**config.mk**
```make
export PLATFORM = sky130hd
export DESIGN_NAME = gregorian_date_add_days
export DESIGN_NICKNAME = d
export VERILOG_FILES = /design/src/rtl/gda_pkg.sv /design/src/rtl/gda_ctrl.sv /design/src/rtl/gda_datapath.sv /design/src/rtl/gregorian_date_add_days.sv
export SDC_FILE = /design/constraint.sdc
export NUM_CORES = 1
export LEC_CHECK = 0
export BUFFER_PORTS_ARGS = -buffer_cell sky130_fd_sc_hd__clkbuf_2
export CORE_AREA = 2 2 116 118
export DETAILED_ROUTE_END_ITERATION = 10
export DIE_AREA = 0 0 118 120
export PLACE_DENSITY = 0.74
export SETUP_SLACK_MARGIN = 0.1
export SYNTH_ARGS = -nofsm -noshare
export SYNTH_HDL_FRONTEND = slang
export SYNTH_HIERARCHICAL = 1
export SYNTH_SLANG_ARGS = --single-unit
```
**constraint.sdc**
```tcl
create_clock -name clk -period 6.1 [get_ports clk]
set_input_delay 0.915 -clock clk [delete_from_list [all_inputs] [get_ports clk]]
set_output_delay 0.915 -clock clk [all_outputs]
set_load 0.01 [all_outputs]
```
**src/rtl/gda_pkg.sv**
```systemverilog
// ----------------------------------------------------------------------------
// gda_pkg
// Shared types, constants and calendar helpers for the date adder.
// ----------------------------------------------------------------------------
package gda_pkg;

    localparam int MONTH_W  = 4;
    localparam int DAY_W    = 5;
    localparam int YEAR_W   = 14;
    localparam int OFFSET_W = 17;

    // working widths: day sum spans -65536..65566, year drifts by about 180
    localparam int WDAY_W  = 18;
    localparam int WYEAR_W = 16;
    localparam int Y400_W  = 9;
    localparam int STEP_W  = 3;

    localparam logic [STEP_W-1:0] REDUCE_FIRST = 3'd5;
    localparam logic [STEP_W-1:0] REDUCE_LAST  = 3'd0;

    localparam logic [MONTH_W-1:0] JANUARY  = 4'd1;
    localparam logic [MONTH_W-1:0] FEBRUARY = 4'd2;
    localparam logic [MONTH_W-1:0] DECEMBER = 4'd12;

    localparam logic [Y400_W-1:0] Y400_MAX = 9'd399;
    localparam logic [YEAR_W-1:0] YEAR_MAX = 14'd9999;
    localparam logic [DAY_W-1:0]  DAY_MAX  = 5'd31;
    localparam logic [DAY_W-1:0]  DAY_MIN  = 5'd1;

    typedef enum logic [1:0] {
        ST_IDLE,
        ST_REDUCE,
        ST_WALK,
        ST_FLUSH
    } state_t;

    typedef struct packed {
        logic              load;
        logic              reduce;
        logic              reduce_last;
        logic [STEP_W-1:0] step_idx;
        logic              walk;
        logic              store_out;
    } cmd_t;

    typedef struct packed {
        logic walk_done;
    } status_t;

    // 400 << k, subtracted by the restoring reduction of the start year
    function automatic logic [YEAR_W-1:0] reduce_step(input logic [STEP_W-1:0] k);
        logic [YEAR_W-1:0] r;
        case (k)
            3'd5:    r = 14'd12800;
            3'd4:    r = 14'd6400;
            3'd3:    r = 14'd3200;
            3'd2:    r = 14'd1600;
            3'd1:    r = 14'd800;
            default: r = 14'd400;
        endcase
        return r;
    endfunction

    // leap test from the year modulo 400
    function automatic logic is_leap(input logic [Y400_W-1:0] y400);
        logic century;
        century = (y400 == 9'd100) || (y400 == 9'd200) || (y400 == 9'd300);
        return (y400 == '0) || (!century && (y400[1:0] == 2'b00));
    endfunction

    function automatic logic [DAY_W-1:0] month_days(input logic [MONTH_W-1:0] month,
                                                     input logic leap);
        logic [DAY_W-1:0] n;
        case (month)
            FEBRUARY: n = leap ? 5'd29 : 5'd28;
            4'd4:     n = 5'd30;
            4'd6:     n = 5'd30;
            4'd9:     n = 5'd30;
            4'd11:    n = 5'd30;
            default:  n = 5'd31;
        endcase
        return n;
    endfunction

endpackage

```
**src/rtl/gda_ctrl.sv**
```systemverilog
// ----------------------------------------------------------------------------
// gda_ctrl
// Sequencer for the date adder: load, year reduction, month walk, hand-off.
// ----------------------------------------------------------------------------
module gda_ctrl
    import gda_pkg::*;
(
    input  logic    clk,
    input  logic    rst_n,
    input  logic    in_valid,
    output logic    in_stall,
    output logic    out_valid,
    input  logic    out_stall,
    input  status_t status,
    output cmd_t    cmd
);

    state_t            state_reg, state_next;
    logic [STEP_W-1:0] cnt_reg, cnt_next;
    logic              out_valid_reg, out_valid_next;

    always_ff @(posedge clk or negedge rst_n)
    begin
        if (!rst_n)
        begin
            state_reg     <= ST_IDLE;
            cnt_reg       <= REDUCE_FIRST;
            out_valid_reg <= 1'b0;
        end
        else
        begin
            state_reg     <= state_next;
            cnt_reg       <= cnt_next;
            out_valid_reg <= out_valid_next;
        end
    end

    always_comb
    begin
        state_next      = state_reg;
        cnt_next        = cnt_reg;
        out_valid_next  = out_valid_reg && out_stall;
        cmd             = '0;
        cmd.step_idx    = cnt_reg;
        in_stall        = (state_reg != ST_IDLE);

        case (state_reg)
            ST_IDLE:
            begin
                if (in_valid)
                begin
                    cmd.load   = 1'b1;
                    cnt_next   = REDUCE_FIRST;
                    state_next = ST_REDUCE;
                end
            end
            ST_REDUCE:
            begin
                cmd.reduce = 1'b1;
                if (cnt_reg == REDUCE_LAST)
                begin
                    cmd.reduce_last = 1'b1;
                    state_next      = ST_WALK;
                end
                else
                begin
                    cnt_next = cnt_reg - 3'd1;
                end
            end
            ST_WALK:
            begin
                cmd.walk = 1'b1;
                if (status.walk_done)
                begin
                    state_next = ST_FLUSH;
                end
            end
            ST_FLUSH:
            begin
                // hold until the output register is free
                if (!out_valid_reg || !out_stall)
                begin
                    cmd.store_out  = 1'b1;
                    out_valid_next = 1'b1;
                    state_next     = ST_IDLE;
                end
            end
            default:
            begin
                state_next = ST_IDLE;
            end
        endcase
    end

    assign out_valid = out_valid_reg;

    a_accept_starts_reduce: assert property (@(posedge clk) disable iff (!rst_n)
        (in_valid && !in_stall) |=> (state_reg == ST_REDUCE && cnt_reg == REDUCE_FIRST))
        else $error("accepted transaction did not start the year reduction");

    a_store_sets_valid: assert property (@(posedge clk) disable iff (!rst_n)
        cmd.store_out |=> out_valid_reg)
        else $error("stored result not presented");

    a_no_overwrite: assert property (@(posedge clk) disable iff (!rst_n)
        cmd.store_out |-> (!out_valid_reg || !out_stall))
        else $error("pending result overwritten");

endmodule

```
**src/rtl/gda_datapath.sv**
```systemverilog
// ----------------------------------------------------------------------------
// gda_datapath
// Day, month and year registers with the month-step unit and output register.
// ----------------------------------------------------------------------------
module gda_datapath
    import gda_pkg::*;
(
    input  logic                        clk,
    input  logic                        rst_n,
    input  cmd_t                        cmd,
    output status_t                     status,
    input  logic [MONTH_W-1:0]          start_month,
    input  logic [DAY_W-1:0]            start_day,
    input  logic [YEAR_W-1:0]           start_year,
    input  logic signed [OFFSET_W-1:0]  day_offset,
    output logic [MONTH_W-1:0]          result_month,
    output logic [DAY_W-1:0]            result_day,
    output logic [YEAR_W-1:0]           result_year,
    output logic                        out_of_range
);

    logic signed [WDAY_W-1:0]  day_reg, day_next;
    logic [MONTH_W-1:0]        month_reg, month_next;
    logic signed [WYEAR_W-1:0] year_reg, year_next;
    logic [Y400_W-1:0]         y400_reg, y400_next;
    logic [YEAR_W-1:0]         rem_reg, rem_next;

    logic [MONTH_W-1:0] res_month_reg;
    logic [DAY_W-1:0]   res_day_reg;
    logic [YEAR_W-1:0]  res_year_reg;
    logic               res_flag_reg;

    logic [DAY_W-1:0]          len_cur, len_prev;
    logic                      step_fwd, step_bwd;
    logic [MONTH_W-1:0]        month_prev;
    logic signed [WYEAR_W-1:0] year_prev;
    logic [Y400_W-1:0]         y400_prev;
    logic [YEAR_W-1:0]         step_sub;
    logic [YEAR_W-1:0]         rem_red;

    always_comb
    begin
        len_cur  = month_days(month_reg, is_leap(y400_reg));
        step_fwd = day_reg > $signed({{(WDAY_W-DAY_W){1'b0}}, len_cur});
        step_bwd = day_reg < $signed(18'sd1);

        // previous month, for the backward step
        if (month_reg == JANUARY)
        begin
            month_prev = DECEMBER;
            year_prev  = year_reg - 16'sd1;
            y400_prev  = (y400_reg == '0) ? Y400_MAX : y400_reg - 9'd1;
        end
        else
        begin
            month_prev = month_reg - 4'd1;
            year_prev  = year_reg;
            y400_prev  = y400_reg;
        end
        len_prev = month_days(month_prev, is_leap(y400_prev));

        step_sub = reduce_step(cmd.step_idx);
        rem_red  = (rem_reg >= step_sub) ? rem_reg - step_sub : rem_reg;
    end

    assign status.walk_done = !step_fwd && !step_bwd;

    always_comb
    begin
        day_next   = day_reg;
        month_next = month_reg;
        year_next  = year_reg;
        y400_next  = y400_reg;
        rem_next   = rem_reg;

        if (cmd.load)
        begin
            if (start_month == '0)
                month_next = JANUARY;
            else if (start_month > DECEMBER)
                month_next = DECEMBER;
            else
                month_next = start_month;
            day_next  = $signed({{(WDAY_W-DAY_W){1'b0}}, start_day})
                      + {{(WDAY_W-OFFSET_W){day_offset[OFFSET_W-1]}}, day_offset};
            year_next = $signed({{(WYEAR_W-YEAR_W){1'b0}}, start_year});
            rem_next  = start_year;
        end
        else if (cmd.reduce)
        begin
            rem_next = rem_red;
            if (cmd.reduce_last)
                y400_next = rem_red[Y400_W-1:0];
        end
        else if (cmd.walk)
        begin
            if (step_fwd)
            begin
                day_next = day_reg - $signed({{(WDAY_W-DAY_W){1'b0}}, len_cur});
                if (month_reg == DECEMBER)
                begin
                    month_next = JANUARY;
                    year_next  = year_reg + 16'sd1;
                    y400_next  = (y400_reg == Y400_MAX) ? '0 : y400_reg + 9'd1;
                end
                else
                begin
                    month_next = month_reg + 4'd1;
                end
            end
            else if (step_bwd)
            begin
                month_next = month_prev;
                year_next  = year_prev;
                y400_next  = y400_prev;
                day_next   = day_reg + $signed({{(WDAY_W-DAY_W){1'b0}}, len_prev});
            end
        end
    end

    always_ff @(posedge clk)
    begin
        day_reg   <= day_next;
        month_reg <= month_next;
        year_reg  <= year_next;
        y400_reg  <= y400_next;
        rem_reg   <= rem_next;
        if (cmd.store_out)
        begin
            if (year_reg < 16'sd0)
            begin
                res_month_reg <= JANUARY;
                res_day_reg   <= DAY_MIN;
                res_year_reg  <= '0;
                res_flag_reg  <= 1'b1;
            end
            else if (year_reg > $signed({{(WYEAR_W-YEAR_W){1'b0}}, YEAR_MAX}))
            begin
                res_month_reg <= DECEMBER;
                res_day_reg   <= DAY_MAX;
                res_year_reg  <= YEAR_MAX;
                res_flag_reg  <= 1'b1;
            end
            else
            begin
                res_month_reg <= month_reg;
                res_day_reg   <= day_reg[DAY_W-1:0];
                res_year_reg  <= year_reg[YEAR_W-1:0];
                res_flag_reg  <= 1'b0;
            end
        end
    end

    assign result_month = res_month_reg;
    assign result_day   = res_day_reg;
    assign result_year  = res_year_reg;
    assign out_of_range = res_flag_reg;

    a_month_legal: assert property (@(posedge clk) disable iff (!rst_n)
        cmd.walk |-> (month_reg >= JANUARY && month_reg <= DECEMBER))
        else $error("month left 1..12 during walk");

    a_y400_tracks_year: assert property (@(posedge clk) disable iff (!rst_n)
        cmd.walk |-> (y400_reg <= Y400_MAX && y400_reg[1:0] == year_reg[1:0]))
        else $error("year modulo 400 out of step with year");

    a_done_day_legal: assert property (@(posedge clk) disable iff (!rst_n)
        (cmd.walk && status.walk_done) |-> (day_reg >= 18'sd1 && day_reg <= 18'sd31))
        else $error("walk ended with day outside the month");

endmodule

```
**src/rtl/gregorian_date_add_days.sv**
```systemverilog
// ----------------------------------------------------------------------------
// gregorian_date_add_days
// Adds a signed day offset to a Gregorian date, walking one month per cycle.
// ----------------------------------------------------------------------------
//  channel  handshake            payload
//  input    in_valid / in_stall  start_month, start_day, start_year, day_offset
//  output   out_valid/out_stall  result_month, result_day, result_year,
//                                out_of_range
//
//  Each transaction is loaded, its start year is reduced modulo 400 in six
//  restoring steps, the month-step loop crosses M month boundaries (up to
//  about 2150) and stops, and the result is written to the output register.
//  in_stall is high from acceptance until the result is written.
//  A waiting result holds the last step; the next input is taken meanwhile.
//  rst_n clears the sequencer and out_valid asynchronously.
// ----------------------------------------------------------------------------
module gregorian_date_add_days
    import gda_pkg::*;
(
    input  logic                        clk,
    input  logic                        rst_n,
    input  logic                        in_valid,
    output logic                        in_stall,
    input  logic [MONTH_W-1:0]          start_month,
    input  logic [DAY_W-1:0]            start_day,
    input  logic [YEAR_W-1:0]           start_year,
    input  logic signed [OFFSET_W-1:0]  day_offset,
    output logic                        out_valid,
    input  logic                        out_stall,
    output logic [MONTH_W-1:0]          result_month,
    output logic [DAY_W-1:0]            result_day,
    output logic [YEAR_W-1:0]           result_year,
    output logic                        out_of_range
);

    cmd_t    cmd;
    status_t status;

    gda_ctrl u_ctrl (
        .clk       (clk),
        .rst_n     (rst_n),
        .in_valid  (in_valid),
        .in_stall  (in_stall),
        .out_valid (out_valid),
        .out_stall (out_stall),
        .status    (status),
        .cmd       (cmd)
    );

    gda_datapath u_datapath (
        .clk          (clk),
        .rst_n        (rst_n),
        .cmd          (cmd),
        .status       (status),
        .start_month  (start_month),
        .start_day    (start_day),
        .start_year   (start_year),
        .day_offset   (day_offset),
        .result_month (result_month),
        .result_day   (result_day),
        .result_year  (result_year),
        .out_of_range (out_of_range)
    );

endmodule

```
# --- Word-level counts from Yosys, hierarchy flattened ---
# Index checks and enable logic that the tools add are counted.
word_totals:
  in_bits: 44
  out_inout_bits: 26
  register_bits: 91
  elab_cells: 177
classes:
  n_mux: 59
  bitwise_logic: 2
  eq_ne: 37
  n_addsub: 11
  n_reduce_logical: 45
  magnitude_cmp: 6
ops:
  columns: ["cell", "count"]
  rows:
  - ["2-to-1 mux 14 bit", 7]
  - ["2-to-1 mux 18 bit", 5]
  - ["2-to-1 mux 9 bit", 9]
  - ["case mux 14 bit (5 select lines)", 1]
  - ["2-to-1 mux 16 bit", 4]
  - ["2-to-1 mux 4 bit", 10]
  - ["equality test 9 bit, second input constant", 3]
  - ["equality test 4 bit, second input constant", 5]
  - ["case mux 5 bit (2 select lines)", 2]
  - ["adder 18 x 6 -> 18 bit", 1]
  - ["adder 6 x 17 -> 18 bit", 1]
  - ["equality test 9 x 7 -> 1 bit, second input constant", 2]
  - ["equality test 9 x 8 -> 1 bit, second input constant", 2]
  - ["greater-than comparator 18 x 6 -> 1 bit", 1]
  - ["zero test 9 bit", 2]
  - ["less-than comparator 18 x 2 -> 1 bit, second input constant", 1]
  - ["subtractor 18 x 6 -> 18 bit", 1]
  - ["adder 16 x 2 -> 16 bit, second input constant", 1]
  - ["equality test 4 x 3 -> 1 bit, second input constant", 4]
  - ["greater-than comparator 16 x 15 -> 1 bit, second input constant", 1]
  - ["less-than comparator 16 x 1 -> 1 bit, second input constant", 1]
  - ["nonzero test 2 bit", 8]
  - ["subtractor 16 x 2 -> 16 bit, second input constant", 1]
  - ["AND reduction 5 bit", 3]
  - ["37 further kinds", 84]

# --- Depth between registers and ports, before layout ---
# Gate-level depths: netlist of run 1.
depth:
  word_depth: 17
  depth_mapped: 24
  ltp_nobuf: 22

# --- Cells and area by module ---
# Netlist of run 1, hierarchy kept.
by_module_without_submodules:
  columns: ["mod", "area_per_inst_um2", "cells_each", "seq_area_each_um2", "instances"]
  rows:
  - ["gda_datapath", 6566.3, 716, 2532.4, 1]
  - ["gda_ctrl", 437.9, 42, 152.6, 1]

# --- Least setup slack after synthesis of run 1 ---
# No wires, ideal clock.
synth_timing:
  kind: "flip-flop to flip-flop"
  start: "register u_datapath.y400_reg[5]"
  end: "register u_datapath.year_reg[12], data pin"
  n_path_buf: 2
  required_time_ns: 5.833
  synth_period_minus_slack_ns: 4.767
  path_slack_ns: 1.333
  t_arrival_ns: 4.501
  stages_incl_launch_ff: 24
  setup_ns: 0.267
  cell_sequence: "edfxtp_1 clkbuf_1 nand2_1 o22ai_1 o21ai_0 o21ai_0 nand2_1 nand2_1 o21ai_0 ha_1 fa_1 a311oi_1 o41a_4 inv_2 buf_2 fa_1 a21oi_1 o211ai_1 o41ai_1 o211a_1 nand2b_1 a21oi_1 xor2_1 o21ai_0"
synth_via:
  elab_chain_cells: 13
  word_cells_on_any_way: 16
  cone_classes: "order compare (1); eq/ne (3); mux (6); reduce/logical (6)"
synth_rtl:
  columns: ["item", "line_no", "source"]
  rows:
  - ["from (decl)", "gda_datapath.sv:25", "logic [Y400_W-1:0] y400_reg, y400_next;"]
  - ["from (signal assigned)", "gda_datapath.sv:126", "y400_reg <= y400_next;"]
  - ["equality test 9 x 7 -> 1 bit or equality test 9 x 8 -> 1 bit (tied branches)", "gda_pkg.sv:67", "century = (y400 == 9'd100) || (y400 == 9'd200) || (y400 == 9'd300);"]
  - ["logical OR 1 bit (2 in series)", "gda_pkg.sv:67", null]
  - ["zero test 1 bit", "gda_pkg.sv:68", "return (y400 == '0) || (!century && (y400[1:0] == 2'b00));"]
  - ["logical AND 1 bit", "gda_pkg.sv:68", null]
  - ["logical OR 1 bit (*)", "gda_pkg.sv:68", null]
  - ["2-to-1 mux 1 bit (*)", "gda_pkg.sv:75", "FEBRUARY: n = leap ? 5'd29 : 5'd28;"]
  - ["case mux 5 bit (2 select lines) (*)", "gda_pkg.sv:74", "case (month)"]
  - ["greater-than comparator 18 x 6 -> 1 bit (*)", "gda_datapath.sv:44", "step_fwd = day_reg > $signed({{(WDAY_W-DAY_W){1'b0}}, len_cur});"]
  - ["2-to-1 mux 16 bit (*)", "gda_datapath.sv:97", "if (step_fwd)"]
  - ["2-to-1 mux 14 bit (*)", "gda_datapath.sv:95", "else if (cmd.walk)"]
  - ["2-to-1 mux 14 bit (*)", "gda_datapath.sv:89", "else if (cmd.reduce)"]
  - ["2-to-1 mux 14 bit (*)", "gda_datapath.sv:76", "if (cmd.load)"]
  - ["via u_datapath.year_next[12]", "gda_datapath.sv:24", "logic signed [WYEAR_W-1:0] year_reg, year_next;"]
  - ["to (signal assigned)", "gda_datapath.sv:125", "year_reg <= year_next;"]
  - ["to (decl)", "gda_datapath.sv:24", null]
# The timed path passes the listed nets; every way through them passes the cells marked *. The select of a mux whose other input is x is not followed.
# A chain may end at the register's enable or synchronous reset.

# --- Worst setup path after layout of run 1 ---
# Ends and elaborated chain as after synthesis.

==> results of run 1 <==
==> logic make-up (layout without fill, tap and decap cells) <==
| family | after synthesis | after routing | synth area share |
|---|---|---|---|
| mux | 13 | 13 | 0.0202 |
| xor+xnor | 60 | 60 | 0.0750 |
| fa+ha+maj | 53 | 53 | 0.100 |
| buf+inv | 71 | 132 | 0.0398 |
| compound gates | 193 | 193 | 0.186 |
| flops | 91 | 91 | 0.383 |
| simple gates | 277 | 277 | 0.196 |
==> path summary, 6_finish.rpt <==
| kind | depth (start not counted) | slack (ps) | from | end |
|---|---|---|---|---|
| min in group clk | 2 | 570 | u_ctrl/cnt_reg[0] | u_ctrl/cnt_reg[0] |
| max reg2reg | 22 | 810 | u_datapath/y400_reg[5] | u_datapath/year_reg[12] |
| max in group asynchronous | 1 | 5490 | rst_n | u_ctrl/cnt_reg[0] |
| min reg2reg | 2 | 570 | u_ctrl/cnt_reg[0] | u_ctrl/cnt_reg[0] |
| max | 22 | 810 | u_datapath/y400_reg[5] | u_datapath/year_reg[12] |
| min | 1 | 380 | rst_n | u_ctrl/out_valid |
==> cell usage after synthesis, drive strengths merged, types with 7 or more instances <==
cell type,n,area share
mux2i,7,0.010
and2,12,0.011
nor3,19,0.014
xnor2,37,0.046
inv,41,0.022
or3,8,0.0071
o21bai,9,0.0096
nand2b,10,0.010
a21oi,49,0.035
a21o,13,0.014
nor2b,7,0.0063
nand3,26,0.019
xor2,23,0.029
edfxtp,83,0.36
nand2,69,0.037
o21ai,57,0.041
ha,48,0.086
clkbuf,24,0.013
nor2,83,0.045
==> through the flow <==
step	util	power, uW	hold WS (ps)
global route	0.601	5660	389
detailed placement	0.578	4590	563
global placement	0.578	4470	519
floorplan	-	3820	501
finish	0.601	5220	378
CTS	0.600	5190	380
==> worst reg2reg max path, stage by stage (launching register included) <==
cell and delay [ps]:
sky130_fd_sc_hd__edfxtp_1 550, sky130_fd_sc_hd__nand2_1 170, sky130_fd_sc_hd__nand2_1 60, sky130_fd_sc_hd__o22ai_1 130, sky130_fd_sc_hd__o21ai_0 100, sky130_fd_sc_hd__o21ai_0 210
sky130_fd_sc_hd__nand2_1 80, sky130_fd_sc_hd__nand2_1 70, sky130_fd_sc_hd__o21ai_0 80, sky130_fd_sc_hd__ha_1 230, sky130_fd_sc_hd__fa_1 420, sky130_fd_sc_hd__a311oi_1 350
sky130_fd_sc_hd__o41a_4 390, sky130_fd_sc_hd__inv_2 230, sky130_fd_sc_hd__fa_1 460, sky130_fd_sc_hd__a21oi_1 200, sky130_fd_sc_hd__o211ai_1 160, sky130_fd_sc_hd__o41ai_2 390
sky130_fd_sc_hd__o211a_1 270, sky130_fd_sc_hd__nand2b_1 70, sky130_fd_sc_hd__a21oi_1 180, sky130_fd_sc_hd__xor2_1 150, sky130_fd_sc_hd__o21ai_0 80
==> timing repair <==
| item | CTS | global route |
|---|---|---|
| endpoints found under the setup margin | 0 | 1 |
| setup buffers | 0 | 0 |
| resized for setup | 0 | 1 |
==> report_power, final <==
group          internal (uW)  switching (uW)
registers               1240             311
clock network            319             251
logic                   1270            1830
total                   2830            2390
==> metal layers <==
| layer | vias up | track usage | wire (um) |
|---|---|---|---|
| met2 | 258 | 0.431 | 8700 |
| met3 | 44 | 0.0375 | 1180 |
| li1 | 2864 | - | - |
| met1 | 2778 | 0.320 | 7220 |
| met4 | 0 | 0.119 | 507 |
| met5 | - | 0 | 0 |
==> area by class of cell <==
cell class | instances | area (um2) | share of cell area
Tap cell | 176 | 220 | 0.0282
Clock buffer | 10 | 229 | 0.0294
Timing Repair Buffer | 75 | 390 | 0.0500
Inverter | 41 | 154 | 0.0197
Multi-Input combinational cell | 596 | 4060 | 0.520
Sequential cell | 91 | 2690 | 0.344
Clock inverter | 6 | 65.1 | 0.00834
==> report_table.html, run 1 <==
<table>
<tr><th>Metric</th><th>Value</th></tr>
<tr><th colspan="2">Outcome</th></tr>
<tr><td>Result of the run</td><td>finished, final reports clean</td></tr>
<tr><th colspan="2">Timing</th></tr>
<tr><td>Setup TNS</td><td>0 ps</td></tr>
<tr><td>Upper clock frequency limit</td><td>189 MHz</td></tr>
<tr><td>Tmin final</td><td>roughly 5300 ps</td></tr>
<tr><td>Setup slack of the critical path after layout</td><td>808 ps</td></tr>
<tr><td>Number of failing hold endpoints at the final stage</td><td>0</td></tr>
<tr><td>Setup clock skew after layout</td><td>7.63 ps</td></tr>
<tr><td>RSZ-0062 raised after global routing</td><td>false</td></tr>
<tr><td>Headroom to the max-slew limit</td><td>0.216</td></tr>
<tr><td>Actual transition at the worst max-transition pin</td><td>between 1000 and 1500 ps</td></tr>
<tr><td>Final Setup Violations</td><td>0</td></tr>
<tr><td>Final count of pins violating max slew</td><td>0</td></tr>
<tr><td>Final period utilization</td><td>0.868</td></tr>
<tr><th colspan="2">Power and ir drop</th></tr>
<tr><td>Total power divided by cell area</td><td>669 mW/mm2</td></tr>
<tr><td>VDD IR max</td><td>223 uV</td></tr>
<tr><td>Cell leakage power</td><td>0.00306 uW</td></tr>
<tr><th colspan="2">Floorplan</th></tr>
<tr><td>Number of placement rows</td><td>42</td></tr>
<tr><td>Die Y-Extent</td><td>120 um</td></tr>
<tr><td>Io pins</td><td>70</td></tr>
<tr><td>Overall die width</td><td>118 um</td></tr>
<tr><td>Initial standard-cell utilization of the core</td><td>0.540</td></tr>
<tr><td>Core area</td><td>0.0130 mm2</td></tr>
<tr><td>Die area</td><td>around 0.014 mm2</td></tr>
<tr><th colspan="2">Route</th></tr>
<tr><td>Total Routed Length</td><td>17.6 mm</td></tr>
<tr><td>Number of remaining DRC errors</td><td>0</td></tr>
<tr><td>Vias per std cell</td><td>5.97</td></tr>
<tr><td>Drt initial violations</td><td>683</td></tr>
<tr><td>Routed wire length per instance</td><td>17.7 um</td></tr>
<tr><td>Post-route ant nets</td><td>0</td></tr>
<tr><td>Number of vias in the routed layout</td><td>5,944</td></tr>
<tr><td>1st-pass router iterations</td><td>6</td></tr>
<tr><th colspan="2">Final layout</th></tr>
<tr><td>Total inserted antenna cells</td><td>0</td></tr>
<tr><td>Leading cell type in the layout, fill and taps excluded</td><td>sky130_fd_sc_hd__edfxtp_1</td></tr>
<tr><td>Post-route standard cell area excluding fillers</td><td>0.00780 mm2</td></tr>
<tr><td>Fill cell total of the finished layout</td><td>1,148</td></tr>
<tr><td>Top library cells by usage in the layout, fill and taps aside</td><td>83 x sky130_fd_sc_hd__edfxtp_1, 82 x sky130_fd_sc_hd__nor2_1, 69 x sky130_fd_sc_hd__clkbuf_2, 69 x sky130_fd_sc_hd__nand2_1, 49 x sky130_fd_sc_hd__a21oi_1</td></tr>
<tr><td>Area growth from synthesis to layout</td><td>11.4%</td></tr>
<tr><td>Number of flip-flops in the largest register</td><td>18</td></tr>
<tr><td>Number of nets in the finished design</td><td>911</td></tr>
<tr><td>Final cell count without fillers</td><td>995</td></tr>
<tr><td>Fraction of final layout cells with drive strength greater than 1</td><td>0.154</td></tr>
<tr><th colspan="2">Logic synthesis</th></tr>
<tr><td>Synthesized Nets</td><td>855</td></tr>
<tr><td>Async set or reset register ratio after synthesis</td><td>0.0659</td></tr>
<tr><td>Synthesized area</td><td>around 0.007 mm2</td></tr>
<tr><td>Number of warning messages in the yosys log</td><td>6</td></tr>
<tr><td>Distinct cell type count after synthesis</td><td>85</td></tr>
<tr><td>Cell count after synthesis</td><td>758</td></tr>
<tr><td>Post-synth EDFFs</td><td>83</td></tr>
<tr><td>Commonest register cell after synthesis</td><td>sky130_fd_sc_hd__edfxtp_1</td></tr>
<tr><td>Synth Area per Inst</td><td>between 9 and 10 um2</td></tr>
<tr><td>Post-synthesis register bit count</td><td>91</td></tr>
<tr><td>Proportion of synthesized chip area in sequential cells</td><td>0.383</td></tr>
<tr><th colspan="2">Global route</th></tr>
<tr><td>Via count of the first global-routing pass</td><td>5,876</td></tr>
<tr><td>Maximum number of pins on one net before global-route repair</td><td>roughly 70</td></tr>
<tr><td>Wire length of the first global-routing pass</td><td>between 20 and 30 mm</td></tr>
<tr><td>Initial antenna violation count</td><td>0</td></tr>
<tr><td>Total Routing Usage GR</td><td>0.254</td></tr>
<tr><td>Total global routing overflow</td><td>0</td></tr>
<tr><th colspan="2">Clock tree</th></tr>
<tr><td>Number of buffers inserted during clock tree synthesis</td><td>9</td></tr>
<tr><td>CTS tree</td><td>yes</td></tr>
<tr><td>Quantity of hold-fixing buffers added after cts</td><td>0</td></tr>
<tr><td>Worst-path clk slew</td><td>70 ps</td></tr>
<tr><td>Number of H-tree branching levels</td><td>3</td></tr>
<tr><td>Clock network latency to the later pin of the worst-skew pair</td><td>350 ps</td></tr>
<tr><td>CTS root buffer</td><td>sky130_fd_sc_hd__clkbuf_16</td></tr>
<tr><td>Sinks on Clock Net</td><td>91</td></tr>
<tr><td>Max Root-Sink Buffers</td><td>2</td></tr>
<tr><th colspan="2">Setup path</th></tr>
<tr><td>Endpoint kind of the worst setup timing path</td><td>register</td></tr>
<tr><td>Largest delay contributor family on the critical path</td><td>compound AO/OA/AOI/OAI gates</td></tr>
<tr><td>Number of buffer and inverter stages on the critical path</td><td>1</td></tr>
<tr><td>Critical path class</td><td>register to register</td></tr>
<tr><td>Worst-path cell chain</td><td>nand2_1 &gt; nand2_1 &gt; o22ai_1 &gt; o21ai_0 &gt; o21ai_0 &gt; nand2_1 &gt; nand2_1 &gt; o21ai_0 &gt; ha_1 &gt; fa_1 &gt; a311oi_1 &gt; o41a_4 &gt; inv_2 &gt; fa_1 &gt; a21oi_1 &gt; o211ai_1 &gt; o41ai_2 &gt; o211a_1 &gt; nand2b_1 &gt; a21oi_1 &gt; xor2_1 &gt; o21ai_0</td></tr>
<tr><td>Arrival time of the worst setup path</td><td>5380 ps</td></tr>
<tr><td>Startpoint type of the worst setup path</td><td>register</td></tr>
<tr><td>Critical-path cell with the highest stage delay</td><td>sky130_fd_sc_hd__edfxtp_1</td></tr>
<tr><td>Maximum net fanout on the critical path</td><td>23</td></tr>
<tr><td>CP max stage delay</td><td>approximately 550 ps</td></tr>
<tr><td>Required time of the critical path</td><td>6190 ps</td></tr>
<tr><th colspan="2">Flow run</th></tr>
<tr><td>Max Cap Violations</td><td>0</td></tr>
<tr><th colspan="2">Placed design</th></tr>
<tr><td>DP Cell Count</td><td>around 980</td></tr>
<tr><td>Post-Place Setup Slack</td><td>approximately 820 ps</td></tr>
<tr><td>Number of port buffers</td><td>between 60 and 70</td></tr>
<tr><td>Cell area reported after detailed placement</td><td>0.00750 mm2</td></tr>
<tr><td>Final GP Congestion</td><td>0.902</td></tr>
<tr><td>Post-detail-place hpwl</td><td>12.9 mm</td></tr>
<tr><th colspan="2">Hold path</th></tr>
<tr><td>Type of the most critical hold path</td><td>input port to async pin</td></tr>
</table>
Note: power is estimated with default switching activity, not from simulation.
==> run 2: changes to the inputs <==
--- a/config.mk
+++ b/config.mk
@@ -5,11 +5,12 @@
 export SDC_FILE = /design/constraint.sdc
 export NUM_CORES = 1
 export LEC_CHECK = 0
+export ABC_AREA = 1
 export BUFFER_PORTS_ARGS = -buffer_cell sky130_fd_sc_hd__clkbuf_2
-export CORE_AREA = 2 2 116 118
+export CORE_AREA = 2 2 121 123
 export DETAILED_ROUTE_END_ITERATION = 10
-export DIE_AREA = 0 0 118 120
-export PLACE_DENSITY = 0.74
+export DIE_AREA = 0 0 123 125
+export PLACE_DENSITY_LB_ADDON = 0.3
 export SETUP_SLACK_MARGIN = 0.1
 export SYNTH_ARGS = -nofsm -noshare
 export SYNTH_HDL_FRONTEND = slang
==> run 2 against run 1 <==
Worst setup slack improved by 570 ps. First-iteration DRC count fell by 11%. Largest power group unchanged. Register-to-register slack improved by 570 ps. Total power rose by 4.5%. Count of clock-buffer cells in the layout did not move. Largest cell class unchanged. Critical endpoint is now u_datapath/year_reg[10]. Die area rose by 8.6%. Cell area rose by 7.7%.
==> report_table.html, run 2 <==
<table>
<tr><th>Metric</th><th>Value</th></tr>
<tr><th colspan="2">Outcome</th></tr>
<tr><td>Result of the run</td><td>finished, final reports clean</td></tr>
<tr><th colspan="2">Floorplan</th></tr>
<tr><td>Initial standard-cell utilization of the core</td><td>0.535 (-0.00456)</td></tr>
<tr><td>Overall die width</td><td>123 um (+4.2%)</td></tr>
<tr><td>Die area</td><td>0.0154 mm2 (+8.6%)</td></tr>
<tr><td>Io pins</td><td>70 (unchanged)</td></tr>
<tr><td>Number of placement rows</td><td>44 (+4.8%)</td></tr>
<tr><td>Core area</td><td>0.0142 mm2 (+9.4%)</td></tr>
<tr><td>Die Y-Extent</td><td>125 um (+4.2%)</td></tr>
<tr><th colspan="2">Global route</th></tr>
<tr><td>Wire length of the first global-routing pass</td><td>32.1 mm (+12%)</td></tr>
<tr><td>Via count of the first global-routing pass</td><td>6,673 (+14%)</td></tr>
<tr><td>Maximum number of pins on one net before global-route repair</td><td>50 (-28%)</td></tr>
<tr><td>Total global routing overflow</td><td>0 (unchanged)</td></tr>
<tr><td>Total Routing Usage GR</td><td>0.262 (+0.00810)</td></tr>
<tr><td>Initial antenna violation count</td><td>0 (unchanged)</td></tr>
<tr><th colspan="2">Route</th></tr>
<tr><td>Number of remaining DRC errors</td><td>0 (unchanged)</td></tr>
<tr><td>Vias per std cell</td><td>5.58 (-6.6%)</td></tr>
<tr><td>Drt initial violations</td><td>608 (-11%)</td></tr>
<tr><td>Total Routed Length</td><td>19.3 mm (+9.5%)</td></tr>
<tr><td>Number of vias in the routed layout</td><td>7,162 (+20%)</td></tr>
<tr><td>Routed wire length per instance</td><td>15.0 um (-15%)</td></tr>
<tr><td>1st-pass router iterations</td><td>5 (-1)</td></tr>
<tr><td>Post-route ant nets</td><td>0 (unchanged)</td></tr>
<tr><th colspan="2">Clock tree</th></tr>
<tr><td>Number of H-tree branching levels</td><td>3 (unchanged)</td></tr>
<tr><td>Clock network latency to the later pin of the worst-skew pair</td><td>360 ps (about the same)</td></tr>
<tr><td>Max Root-Sink Buffers</td><td>2 (unchanged)</td></tr>
<tr><td>Buffers inserted during post-CTS setup optimization</td><td>0 (unchanged)</td></tr>
<tr><td>CTS root buffer</td><td>sky130_fd_sc_hd__clkbuf_16</td></tr>
<tr><td>Post-cts gate resize count</td><td>0 (unchanged)</td></tr>
<tr><td>Number of buffers inserted during clock tree synthesis</td><td>9 (unchanged)</td></tr>
<tr><td>Quantity of hold-fixing buffers added after cts</td><td>0 (unchanged)</td></tr>
<tr><td>Sinks on Clock Net</td><td>91 (unchanged)</td></tr>
<tr><td>CTS tree</td><td>yes</td></tr>
<tr><td>Worst-path clk slew</td><td>70 ps (about the same)</td></tr>
<tr><th colspan="2">Logic synthesis</th></tr>
<tr><td>Synthesized Nets</td><td>1,132 (+32%)</td></tr>
<tr><td>Cell count after synthesis</td><td>1,035 (+37%)</td></tr>
<tr><td>Commonest register cell after synthesis</td><td>sky130_fd_sc_hd__edfxtp_1</td></tr>
<tr><td>Number of warning messages in the yosys log</td><td>6 (unchanged)</td></tr>
<tr><td>Most repeated cell in the gate-level netlist after synthesis</td><td>sky130_fd_sc_hd__nand2_1</td></tr>
<tr><td>Yosys top cell area share</td><td>0.328 (-0.0279)</td></tr>
<tr><td>Proportion of synthesized chip area in sequential cells</td><td>0.353 (-0.0300)</td></tr>
<tr><td>Post-synth EDFFs</td><td>83 (unchanged)</td></tr>
<tr><td>Synth Area per Inst</td><td>7.34 um2 (-21%)</td></tr>
<tr><td>Async set or reset register ratio after synthesis</td><td>0.0659 (unchanged)</td></tr>
<tr><td>Largest cells by area after synthesis</td><td>sky130_fd_sc_hd__edfxtp_1 33%, sky130_fd_sc_hd__nand2_1 13%, sky130_fd_sc_hd__ha_1 7.9%</td></tr>
<tr><td>Post-synthesis register bit count</td><td>91 (unchanged)</td></tr>
<tr><td>Synthesized area</td><td>0.00760 mm2 (+8.5%)</td></tr>
<tr><td>Distinct cell type count after synthesis</td><td>51 (-40%)</td></tr>
<tr><td>Biggest area consumer among synthesized cells</td><td>sky130_fd_sc_hd__edfxtp_1</td></tr>
<tr><td>Top cell types by occurrence after synthesis</td><td>260 x sky130_fd_sc_hd__nand2_1, 129 x sky130_fd_sc_hd__inv_1, 111 x sky130_fd_sc_hd__nor2_1</td></tr>
<tr><th colspan="2">Timing</th></tr>
<tr><td>Setup TNS</td><td>0 ps (unchanged)</td></tr>
<tr><td>Upper clock frequency limit</td><td>212 MHz (+12%)</td></tr>
<tr><td>Final Setup Violations</td><td>0 (unchanged)</td></tr>
<tr><td>RSZ-0062 raised after global routing</td><td>false</td></tr>
<tr><td>Number of failing hold endpoints at the final stage</td><td>0 (unchanged)</td></tr>
<tr><td>Final count of pins violating max slew</td><td>0 (unchanged)</td></tr>
<tr><td>Setup slack of the critical path after layout</td><td>1380 ps (+570 ps)</td></tr>
<tr><td>Tmin final</td><td>4720 ps (-570 ps)</td></tr>
<tr><td>Setup clock skew after layout</td><td>7.20 ps (-0.429 ps)</td></tr>
<tr><td>Final period utilization</td><td>0.774 (-0.0935)</td></tr>
<tr><td>Actual transition at the worst max-transition pin</td><td>993 ps (-182 ps)</td></tr>
<tr><td>Headroom to the max-slew limit</td><td>0.336 (+0.120)</td></tr>
<tr><th colspan="2">Final layout</th></tr>
<tr><td>Fraction of final layout cells with drive strength greater than 1</td><td>0.122 (-0.0319)</td></tr>
<tr><td>Number of nets in the finished design</td><td>1,191 (+31%)</td></tr>
<tr><td>Leading cell type in the layout, fill and taps excluded</td><td>sky130_fd_sc_hd__nand2_1</td></tr>
<tr><td>Fill cell total of the finished layout</td><td>1,330 (+16%)</td></tr>
<tr><td>Total inserted antenna cells</td><td>0 (unchanged)</td></tr>
<tr><td>Area growth from synthesis to layout</td><td>10.6%</td></tr>
<tr><td>Top library cells by usage in the layout, fill and taps aside</td><td>260 x sky130_fd_sc_hd__nand2_1, 129 x sky130_fd_sc_hd__inv_1, 111 x sky130_fd_sc_hd__nor2_1, 83 x sky130_fd_sc_hd__edfxtp_1, 82 x sky130_fd_sc_hd__nand3_1</td></tr>
<tr><td>Number of flip-flops in the largest register</td><td>18 (unchanged)</td></tr>
<tr><th colspan="2">Setup path</th></tr>
<tr><td>Required time of the critical path</td><td>6210 ps (+20 ps)</td></tr>
<tr><td>Maximum net fanout on the critical path</td><td>41 (+78%)</td></tr>
<tr><td>Startpoint type of the worst setup path</td><td>register</td></tr>
<tr><td>Arrival time of the worst setup path</td><td>4830 ps (-550 ps)</td></tr>
<tr><td>Number of cell instances on the worst register-to-register path</td><td>23 (+4.5%)</td></tr>
<tr><td>Endpoint kind of the worst setup timing path</td><td>register</td></tr>
<tr><td>Critical path class</td><td>register to register</td></tr>
<tr><th colspan="2">Placed design</th></tr>
<tr><td>Final GP Congestion</td><td>0.924 (+2.4%)</td></tr>
<tr><td>Post-Place Setup Slack</td><td>1460 ps (+641 ps)</td></tr>
<tr><td>Post-detail-place hpwl</td><td>14.7 mm (+14%)</td></tr>
<tr><td>Number of port buffers</td><td>69 (unchanged)</td></tr>
<tr><th colspan="2">Power and ir drop</th></tr>
<tr><td>Total power divided by cell area</td><td>649 mW/mm2 (-3.0%)</td></tr>
<tr><td>VDD IR max</td><td>270 uV (+21%)</td></tr>
<tr><td>Cell leakage power</td><td>0.00392 uW (+28%)</td></tr>
<tr><th colspan="2">Hold path</th></tr>
<tr><td>Type of the most critical hold path</td><td>input port to async pin</td></tr>
<tr><th colspan="2">Flow run</th></tr>
<tr><td>Max Cap Violations</td><td>0 (unchanged)</td></tr>
</table>
-- run 2: where the power goes --
group,total [uW],internal (uW),switching (uW)
Clock,619,371,248
Sequential,1480,1210,269
Combinational,3350,1150,2200
-- run 2: path summary, 6_finish.rpt --
path	slack, ps	end	from
max in group asynchronous	5510	u_ctrl/cnt_reg[0]	rst_n
hold / removal	370	u_ctrl/out_valid	rst_n
min in group clk	510	u_datapath/year_reg[14]	u_datapath/year_reg[14]
setup reg to reg	1380	u_datapath/year_reg[10]	u_datapath/month_reg[0]
hold reg to reg	510	u_datapath/year_reg[14]	u_datapath/year_reg[14]
setup / recovery	1380	u_datapath/year_reg[10]	u_datapath/month_reg[0]
-- run 2: final cells by class --
class                           instances  area (um2)  share of cell area
Clock buffer                           10         239              0.0284
Clock inverter                          6        87.6              0.0104
Inverter                              135         507              0.0603
Multi-Input combinational cell        785        4290               0.510
Sequential cell                        91        2690               0.320
Tap cell                              184         230              0.0274
Timing Repair Buffer                   72         368              0.0438
-- run 2: layer usage --
| metal | global-route usage | wire (um) | up-vias |
|---|---|---|---|
| li1 | - | - | 3596 |
| met1 | 0.373 | 9030 | 3296 |
| met2 | 0.417 | 8830 | 250 |
| met3 | 0.0328 | 1160 | 20 |
| met4 | 0.0809 | 270 | 0 |
| met5 | 0 | 0 | - |
-- run 2: stage by stage --
step	hold WS, ps	total power, uW	utilization	cell area (um2)	instances
after global routing	374	5980	0.592	8400	1283
after CTS	368	5410	0.592	8400	1283
final	369	5460	0.592	8400	1283
after global placement	496	4690	0.569	8080	1267
after floorplan	472	3960	-	7600	1035
after detailed placement	499	4760	0.569	8080	1267
-- run 2: critical path, cell delays in order (launching register included) --
cell and delay [ps]:
sky130_fd_sc_hd__edfxtp_1 470, sky130_fd_sc_hd__inv_1 210, sky130_fd_sc_hd__ha_1 220, sky130_fd_sc_hd__inv_1 50
sky130_fd_sc_hd__nor2_1 210, sky130_fd_sc_hd__a21oi_1 140, sky130_fd_sc_hd__ha_1 220, sky130_fd_sc_hd__fa_1 420
sky130_fd_sc_hd__nor2_2 160, sky130_fd_sc_hd__nand2_2 80, sky130_fd_sc_hd__nand2_2 80, sky130_fd_sc_hd__nor2_2 60
sky130_fd_sc_hd__nand2_4 70, sky130_fd_sc_hd__nand3_4 430, sky130_fd_sc_hd__ha_1 570, sky130_fd_sc_hd__inv_1 70
sky130_fd_sc_hd__o21ai_0 150, sky130_fd_sc_hd__inv_1 80, sky130_fd_sc_hd__o21ai_0 220, sky130_fd_sc_hd__a21oi_1 100
sky130_fd_sc_hd__o21ai_0 210, sky130_fd_sc_hd__a21oi_1 90, sky130_fd_sc_hd__o21ai_0 100, sky130_fd_sc_hd__nand2_1 60
-- run 2: kinds of logic after synthesis --
family,after synthesis,share of synthesized area
simple gates,531,0.307
compound gates,166,0.123
buf+inv,159,0.0833
flops,91,0.353
fa+ha+maj,53,0.0922
xor+xnor,35,0.0403
